===== config.mk =====
export PLATFORM = sky130hd
export DESIGN_NAME = srt_front
export DESIGN_NICKNAME = d
export VERILOG_FILES = /design/src/sv/srt_pkg.sv /design/src/sv/srt_front.sv
export SDC_FILE = /design/constraint.sdc
export NUM_CORES = 1
export LEC_CHECK = 0
export ABC_AREA = 1
export ABC_CLOCK_PERIOD_IN_PS = 10900
export CORE_MARGIN = 2
export CORE_UTILIZATION = 55
export CTS_BUF_LIST = sky130_fd_sc_hd__clkbuf_16
export DETAILED_ROUTE_END_ITERATION = 8
export DONT_BUFFER_PORTS = 1
export GPL_ROUTABILITY_DRIVEN = 0
export HOLD_SLACK_MARGIN = 0.1
export PLACE_DENSITY = 0.7
export SYNTH_ARGS = -nofsm -noshare
export SYNTH_HDL_FRONTEND = slang
export SYNTH_SLANG_ARGS = --single-unit

===== constraint.sdc =====
create_clock -name clk -period 10.9 [get_ports clk]
set_input_delay 2.18 -clock clk [delete_from_list [all_inputs] [get_ports clk]]
set_output_delay 2.18 -clock clk [all_outputs]
set_load 0.02 [all_outputs]

===== src/sv/srt_pkg.sv =====
`timescale 1ns / 1ps
// ----------------------------------------------------------------------------
// srt_pkg
// Shared types, codes and constants for the symbol rotation table.
// ----------------------------------------------------------------------------
package srt_pkg;

  localparam int DEF_TABLE_ENTRIES = 64;
  localparam int SYM_W             = 21;
  localparam int ROT_W             = 3 * SYM_W;

  typedef logic [SYM_W-1:0] sym_t;
  typedef logic [1:0]       status_t;
  typedef logic [1:0]       kind_t;

  localparam kind_t KIND_LOOKUP = 2'd0;
  localparam kind_t KIND_DEFINE = 2'd1;
  localparam kind_t KIND_CLEAR  = 2'd2;

  localparam status_t ST_OK        = 2'd0;
  localparam status_t ST_BAD_SIZE  = 2'd1;
  localparam status_t ST_DUPLICATE = 2'd2;
  localparam status_t ST_FULL      = 2'd3;

  localparam logic [3:0] TUPLE_PAIR = 4'd2;
  localparam logic [3:0] TUPLE_QUAD = 4'd4;

  localparam logic [2:0] REG_STRICT_MODE = 3'd0;

  typedef struct packed {
    kind_t              kind;
    sym_t               symbol_a;
    sym_t               symbol_b;
    sym_t               symbol_c;
    sym_t               symbol_d;
    logic [3:0]         tuple_size;
    logic signed [31:0] turns;
  } in_item_t;

  typedef struct packed {
    sym_t    result_symbol;
    status_t status;
  } out_result_t;

  typedef enum logic [1:0] {
    OP_LOOKUP,
    OP_DEFINE,
    OP_CLEAR,
    OP_REPLY
  } op_t;

  // Classified command handed from the front end to the back end.
  typedef struct packed {
    op_t                   op;
    logic [3:0][SYM_W-1:0] sym;     // sym[0] is symbol_a
    logic                  quad;    // tuple of four, else two
    logic [1:0]            rot_n;   // |turns| mod 4
    status_t               status;  // reply status for OP_REPLY
  } cmd_t;

  typedef enum logic [2:0] {
    S_IDLE,
    S_MATCH,
    S_ENC,
    S_ACT,
    S_READ,
    S_DONE
  } state_t;

endpackage


===== src/sv/srt_front.sv =====
`timescale 1ns / 1ps
// ----------------------------------------------------------------------------
// srt_front
// Accepts input transfers, classifies them and queues commands (2 deep).
// ----------------------------------------------------------------------------
module srt_front (
  input  logic              clk,
  input  logic              rst_n,
  input  logic              push,
  output logic              full,
  input  srt_pkg::in_item_t in_item,
  output logic              cmd_valid,
  output srt_pkg::cmd_t     cmd,
  input  logic              cmd_pop
);

  srt_pkg::cmd_t cls;
  srt_pkg::cmd_t q_r [2];
  logic          wr_ptr_r, wr_ptr_nxt;
  logic          rd_ptr_r, rd_ptr_nxt;
  logic [1:0]    cnt_r, cnt_nxt;
  logic          do_push, do_pop;
  logic [1:0]    neg_low;

  // low bits of -turns depend only on the low bits of turns
  assign neg_low = 2'b00 - in_item.turns[1:0];

  always_comb begin
    cls        = '0;
    cls.sym[0] = in_item.symbol_a;
    cls.sym[1] = in_item.symbol_b;
    cls.sym[2] = in_item.symbol_c;
    cls.sym[3] = in_item.symbol_d;
    cls.quad   = (in_item.tuple_size == srt_pkg::TUPLE_QUAD);
    cls.rot_n  = in_item.turns[31] ? neg_low : in_item.turns[1:0];
    cls.status = srt_pkg::ST_OK;
    case (in_item.kind)
      srt_pkg::KIND_LOOKUP: cls.op = srt_pkg::OP_LOOKUP;
      srt_pkg::KIND_DEFINE: begin
        if (in_item.tuple_size inside {srt_pkg::TUPLE_PAIR, srt_pkg::TUPLE_QUAD}) begin
          cls.op = srt_pkg::OP_DEFINE;
        end else begin
          cls.op     = srt_pkg::OP_REPLY;
          cls.status = srt_pkg::ST_BAD_SIZE;
        end
      end
      srt_pkg::KIND_CLEAR: cls.op = srt_pkg::OP_CLEAR;
      default:             cls.op = srt_pkg::OP_REPLY;
    endcase
  end

  assign full      = (cnt_r == 2'd2);
  assign cmd_valid = (cnt_r != 2'd0);
  assign cmd       = q_r[rd_ptr_r];
  assign do_push   = push && !full;
  assign do_pop    = cmd_pop && cmd_valid;

  always_comb begin
    wr_ptr_nxt = do_push ? ~wr_ptr_r : wr_ptr_r;
    rd_ptr_nxt = do_pop ? ~rd_ptr_r : rd_ptr_r;
    cnt_nxt    = cnt_r + {1'b0, do_push} - {1'b0, do_pop};
  end

  always_ff @(posedge clk) begin
    if (!rst_n) begin
      wr_ptr_r <= 1'b0;
      rd_ptr_r <= 1'b0;
      cnt_r    <= 2'd0;
    end else begin
      wr_ptr_r <= wr_ptr_nxt;
      rd_ptr_r <= rd_ptr_nxt;
      cnt_r    <= cnt_nxt;
    end
  end

  always_ff @(posedge clk) begin
    if (do_push) begin
      q_r[wr_ptr_r] <= cls;
    end
  end

endmodule


# Word level (Yosys, flattened, before mapping)
# Memories as Yosys holds them, arrays and structs flattened. A register that Yosys moved wholly into a read port is not among the register bits.
# Index checks and enable logic that the tools add are counted.
# totals
register_bits	4
mem_bits_rw	180
input_bits	126
output_inout_bits	93
wordCells	29
n_memories	1
# memory_table
name	words	width	rd	rd_clocked_by_memory_dff	write_ports	line	source
q_r	2	90	1	1	1	srt_front.sv:18	srt_pkg::cmd_t q_r [2];
# op_classes
add_sub_neg	3
eq_ne	5
muxes	9
n_bitwise	2
reduce_logical	6
# ops
operator	count
2-to-1 mux 1 bit	6
one-hot mux 2 bit (3 select lines)	1
equality test 2 bit, second input constant	2
equality test 4 x 2 -> 1 bit, second input constant	1
equality test 4 x 3 -> 1 bit, second input constant	1
2-to-1 mux 2 bit	2
nonzero test 2 bit	2
adder 2 x 1 -> 2 bit	1
equality test 2 x 1 -> 1 bit, second input constant	1
logical AND 1 bit	2
logical NOT 2 bit	1
inverter 1 bit	2
subtractor 1 x 2 -> 2 bit, first input constant	1
subtractor 2 x 1 -> 2 bit	1
logical NOT 1 bit	1

# Longest topological paths before layout
# Gate-level depths: netlist (run 1).
# logic_depth
ltp_word	5
depth_mapped	11
depth_no_buf	11

# Worst setup path before layout (run 1)
# OpenSTA, ideal clock, no wires.
# synth_path
path_type	in2reg
from	in push
to	mem q_r[0][0] (netlist bit) (enable)
setup_time_ns	0.539
arrival_time_ns	5.998
t_required_ns	10.361
slack_ns	4.363
stages	2
path_buffers	0
cell_sequence	nand2_1 > nor2_1
# synth_between
elab_chain_len	3
# synth_rtl
element	line	source
start: declaration	srt_front.sv:9	input logic push,
logical AND 1 bit	srt_front.sv:55	assign do_push = push && !full;
2-to-1 mux 1 bit	srt_front.sv:77	if (do_push) begin
2-to-1 mux 1 bit (implied by the code)	srt_front.sv:78	q_r[wr_ptr_r] <= cls;
end: declaration	srt_front.sv:18	
# No other way between the ends.

==> results of run 1 <==
[through the flow]
stage	cells	instance area, um2	hold slack, ps	setup WS [ps]
4_1_cts	538	7880	533	6090
2_1_floorplan	339	7280	467	4360
3_5_place_dp	506	7340	507	6530
6_report	538	7880	519	6170
3_3_place_gp	506	7340	485	6540
5_1_grt	538	7880	549	6010
[cells in the mapped netlist, drive strengths merged]
cell type | number | area share (%)
clkbuf | 1 | 0.051
dfxtp | 5 | 1.4
buf | 11 | 2.7
nor2 | 13 | 0.67
ha | 2 | 0.34
mux2 | 90 | 19
nand3 | 4 | 0.27
a21oi | 2 | 0.14
inv | 14 | 0.72
xor2 | 1 | 0.12
edfxtp | 180 | 74
nand2 | 15 | 0.77
conb | 1 | 0.051
[critical path, cell delays in order, from the launching register on]
cell     delay [ps]
dfxtp_4         990
buf_4           700
mux2_4          400
[layer usage]
metal | part of all wire (%) | vias up | track usage, %
met1 | 35 | 1388 | 15.8
met2 | 52 | 110 | 25.5
li1 | - | 1306 | -
met4 | 2.0 | 0 | 6.10
met3 | 11 | 15 | 9.48
met5 | 0 | - | 0
[layout make-up]
class                      instances  area [um2]
tap                              176         220
multi-input combinational        128        1530
fill                             914        5210
inverter                          14        55.1
clock buffer                      17         425
sequential                       185        5510
clock inverter                    15         111
timing repair buffer               3        22.5
[logic make-up after synthesis]
logic type / Yosys count
AND/OR/NAND/NOR: 32
flip-flops: 185
adder cells (fa/ha/maj): 2
other: 1
XOR/XNOR: 1
multiplexers: 90
buffers and inverters: 26
AO/OA/AOI/OAI: 2
[final timing paths]
check | start | endpoint
min reg2reg | rd_ptr_r | flop
max reg2reg | cnt_r[0] | q_r[0][89]
max | flop | cmd[90]
min | rd_ptr_r | flop
[power by group through the flow]
stage | logic [mW] | clock network (mW) | registers (mW)
after floorplan | 0.483 | 0 | 0.948
after global placement | 0.473 | 0 | 0.973
after detailed placement | 0.477 | 0 | 0.979
after CTS | 0.478 | 0.563 | 0.964
after global routing | 0.496 | 0.588 | 0.974
final | 0.469 | 0.548 | 0.962
[registers in the layout, summed over array words and instances, names as in the netlist, named ones only]
signal    cells
cnt_r         2
wr_ptr_r      1
q_r         180
rd_ptr_r      1
==> flow_summary_export.csv, run 1 <==
group,metric,value,unit
worst_hold_path,whs_path_depth,2,
cts,worstSkewPairLatency,410,ps
setup_path,worst_setup_path_start_kind,"flop",
synth,synth_area,7280,um2
cts,clk_pin_slew,60,ps
detailed_routing,firstDrtPassIters,4,
global_routing,track_usage,15.4,%
detailed_routing,routed_via_density,5.24,
cts,cts_buffers,17,
synth,yosys.area_share.adder,0.344,%
sta,timing.fmax,211,MHz
sta,fin_crit_sh,43.4,%
sta,setup-tns-final,0,ps
power_and_ir_drop,power.leakage,2.81,nW
floorplanning,dieWidth,119,um
power_and_ir_drop,seqPwrFrac,48.6,%
cts,holdBufCountCts,0,
setup_path,crit_fanout,53,
synth,synth-compound-area-share,0.137,%
worst_hold_path,hold_path_class,"flop to flop",
synth,avgSynthCellArea,21.5,um2
cts,ctsResizeCount,0,
floorplanning,die_h,119,um
power_and_ir_drop,sw_frac_of_total,29.0,%
cts,cts_tree,"yes",
place,hpwlAfterDp,6900,um
setup_path,worstPathArrival,2550,ps
setup_path,critPathKind,"flop to output port",
final_layout,fin_util,60.2,%
power_and_ir_drop,p_per_area,251,nW/um2
sta,period_minus_slack,4730,ps
final_layout,n_antenna_cell,0,
synth,yosys.cell_types.count,15,
status,status,"complete, no violations",
power_and_ir_drop,power_switching,0.574,mW
power_and_ir_drop,power,1.98,mW
detailed_routing,drc,0,
synth,yosysSeqAreaShare,75.6,%
synth,yosys_register_bits,185,
floorplanning,initial_core_util,55.7,%
global_routing,grt_pass1_wl,16100,um
detailed_routing,totalWireLength,10700,um
cts,cts-htree-levels,4,
final_layout,layout_commonest_cell,"edfxtp_1",
synth,synth_cells,339,
final_layout,fin_nets,477,
global_routing,grt_pass1_vias,3007,
floorplanning,rows,42,
cts,cts.sink_count,185,
synth,synth_top_family_by_area,"multiplexers",
sta,fin_skew,4.85,ps
global_routing,antenna_found_initial,0,
global_routing,grt_overflow_total,0,
global_routing,grt_max_degree,73,
run,drv_cap,0,
sta,tightest_slew,998,ps
final_layout,most-common-layout-cells,"edfxtp_1, mux2_4, clkbuf_16",
setup_path,worstRegToRegCells,5,
detailed_routing,post_drt_wl_per_cell,19.8,um
final_layout,syn_to_final_growth,8.11,%
final_layout,drive_gt1_share,34.0,%
place,io_buffers,0,
synth,synth-simple-area-share,1.72,%
detailed_routing,detail-route-antenna-nets,0,
power_and_ir_drop,combinationalPowerShare,23.7,%
power_and_ir_drop,power.internal,1.40,mW
cts,cts_buffer_depth,2,
synth,yosys_warnings,0,
sta,setup_viol,0,
setup_path,critPathCaptureType,"output port",
sta,hold_violations,0,
detailed_routing,num_vias,2819,
detailed_routing,first_iter_violations,151,
synth,synthXorXnorAreaFrac,0.120,%
cts,cts_setup_buffers,0,
sta,max_slew_margin,33.4,%
floorplanning,core-area,13100,um2
power_and_ir_drop,clockPowerShare,27.7,%
synth,syn-num-nets,467,
setup_path,r2r_slack,8500,ps
sta,rsz0062_at_grt,"no",
floorplanning,io_pins,219,
cts,root_buffer,"clkbuf_16",
synth,synthMuxAreaShare,18.6,%
setup_path,required,8720,ps
sta,slew_violations,0,
floorplanning,die_area,14200,um2
power_and_ir_drop,vdd_drop_max,149,uV
(Power assumes the default switching activity.)
==> run 2, diff against run 1 <==
- ABC_CLOCK_PERIOD_IN_PS: 10900 -> 4670
- clock period: 10.9 -> 4.67 ns (I/O delays scaled with it)
==> flow_summary_export.csv, run 2 (synthesis gave the netlist of run 1 again) <==
group,metric,value,unit
setup_path,cp_cell_sequence,"buf_12 -> mux2_4",
detailed_routing,routed_via_density,5.31,
floorplanning,rows,42,
sta,setup_viol,0,
setup_path,worstPathArrival,2070,ps
detailed_routing,num_vias,2855,
floorplanning,dieWidth,119,um
final_layout,fillerInstances,913,
setup_path,crit_family,"flip-flops",
power_and_ir_drop,power,4.62,mW
cts,cts.sink_count,185,
setup_path,crit_fanout,60,
final_layout,reg_top3,"q_r x180, cnt_r x2",
cts,clk_pin_slew,60,ps
cts,holdBufCountCts,0,
sta,fin_skew,8.34,ps
sta,setup-tns-final,0,ps
final_layout,fin_nets,478,
final_layout,drive_gt1_share,34.3,%
cts,cts_buffers,17,
detailed_routing,post_drt_wl_per_cell,19.9,um
floorplanning,io_pins,219,
setup_path,critPathCaptureType,"output port",
power_and_ir_drop,power.leakage,2.83,nW
global_routing,track_usage,15.7,%
run,drv_cap,0,
cts,cts_setup_buffers,0,
place,hpwlAfterDp,6960,um
sta,hold_violations,0,
sta,period_minus_slack,3010,ps
detailed_routing,first_iter_violations,154,
global_routing,grt_overflow_total,0,
status,status,"complete, no violations",
cts,root_buffer,"clkbuf_16",
setup_path,path_buf_inv,1,
final_layout,n_antenna_cell,0,
global_routing,grt_pass1_vias,2980,
global_routing,grt_max_degree,67,
cts,cts-htree-levels,4,
setup_path,slowest_stage,"dfxtp_4",
floorplanning,die_area,14200,um2
sta,tightest_slew,869,ps
floorplanning,die_h,119,um
final_layout,layout_commonest_cell,"edfxtp_1",
detailed_routing,detail-route-antenna-nets,0,
sta,slew_violations,0,
place,io_buffers,0,
detailed_routing,totalWireLength,10700,um
power_and_ir_drop,p_per_area,585,nW/um2
place,place_inst,507,
global_routing,antenna_found_initial,0,
final_layout,multi_input_area,1530,um2
setup_path,worst_setup_path_start_kind,"flop",
final_layout,syn_to_final_growth,8.35,%
floorplanning,initial_core_util,55.7,%
final_layout,regArea,5510,um2
sta,fin_crit_sh,64.4,%
detailed_routing,firstDrtPassIters,4,
global_routing,grt_pass1_wl,16200,um
cts,cts_tree,"yes",
cts,worstSkewPairLatency,410,ps
sta,timing.fmax,333,MHz
cts,cts_buffer_depth,2,
detailed_routing,drc,0,
setup_path,max_stage_delay,730,ps
final_layout,largest_register_ffs,180,
worst_hold_path,hold_path_class,"flop to flop",
sta,max_slew_margin,42.1,%
final_layout,layoutNonFillerInstCount,538,
sta,rsz0062_at_grt,"no",
power_and_ir_drop,vdd_drop_max,607,uV
final_layout,top_register,"q_r",
floorplanning,core-area,13100,um2
cts,ctsResizeCount,0,
final_layout,most-common-layout-cells,"edfxtp_1, mux2_4, clkbuf_16",
setup_path,required,3740,ps
setup_path,critPathKind,"flop to output port",
-- run 2: changes by cell type in the layout (fill, tap and decap cells not counted), sizes merged --
| cell | previous run | this run |
|---|---|---|
| clkinv | 10 | 6 |
| inv | 14 | 18 |
| buf | 3 | 4 |
| clkinvlp | 4 | 3 |
-- run 2: per-layer routing --
| metal | wire (um) | track usage [%] |
|---|---|---|
| met4 | 81 | 6.25 |
| met3 | 1210 | 10.0 |
| met5 | 0 | 0 |
| met2 | 5760 | 26.3 |
| met1 | 3680 | 15.6 |
-- run 2: area by class of cell --
class | instances | area share (%)
flip-flops and latches | 185 | 69.8
multi-input cells | 128 | 19.4
clock buffers | 17 | 5.39
well taps | 176 | 2.79
clock inverters | 14 | 1.38
inverters | 14 | 0.698
repair buffers | 4 | 0.539
-- run 2: report_power, final --
| part | switching [mW] | internal [mW] | leakage (nW) |
|---|---|---|---|
| Clock | 0.553 | 0.723 | 0.263 |
| Sequential | 0.102 | 2.11 | 1.72 |
| Combinational | 0.681 | 0.447 | 0.844 |
| Total | 1.34 | 3.28 | 2.83 |
-- run 2: final timing paths --
path / start / endpoint / cells after the start / slack [ps]
worst max-delay path: flop / cmd[80] / 2 / 1660
worst min-delay path: rd_ptr_r / flop / 2 / 510
worst max register to register: cnt_r[0] / q_r[1][75] / 5 / 2510
worst min register to register: rd_ptr_r / flop / 2 / 510
-- run 2: metrics by stage --
| stage | hold slack, ps | setup slack (ps) | utilization, % | instance area [um2] |
|---|---|---|---|---|
| 4_1_cts | 524 | 1630 | 60.3 | 7890 |
| 6_report | 514 | 1660 | 60.3 | 7890 |
| 5_1_grt | 576 | 1580 | 60.3 | 7890 |
| 2_1_floorplan | 467 | 893 | - | 7290 |
| 3_5_place_dp | 499 | 2070 | 56.2 | 7360 |
| 3_3_place_gp | 487 | 2090 | 56.2 | 7360 |
-- run 2: worst register-to-register path, cell delays in order (launching register included) --
cell	delay, ps
dfxtp_1	350
inv_1	70
nand2_1	110
nand3_1	150
inv_4	670
buf_4	470
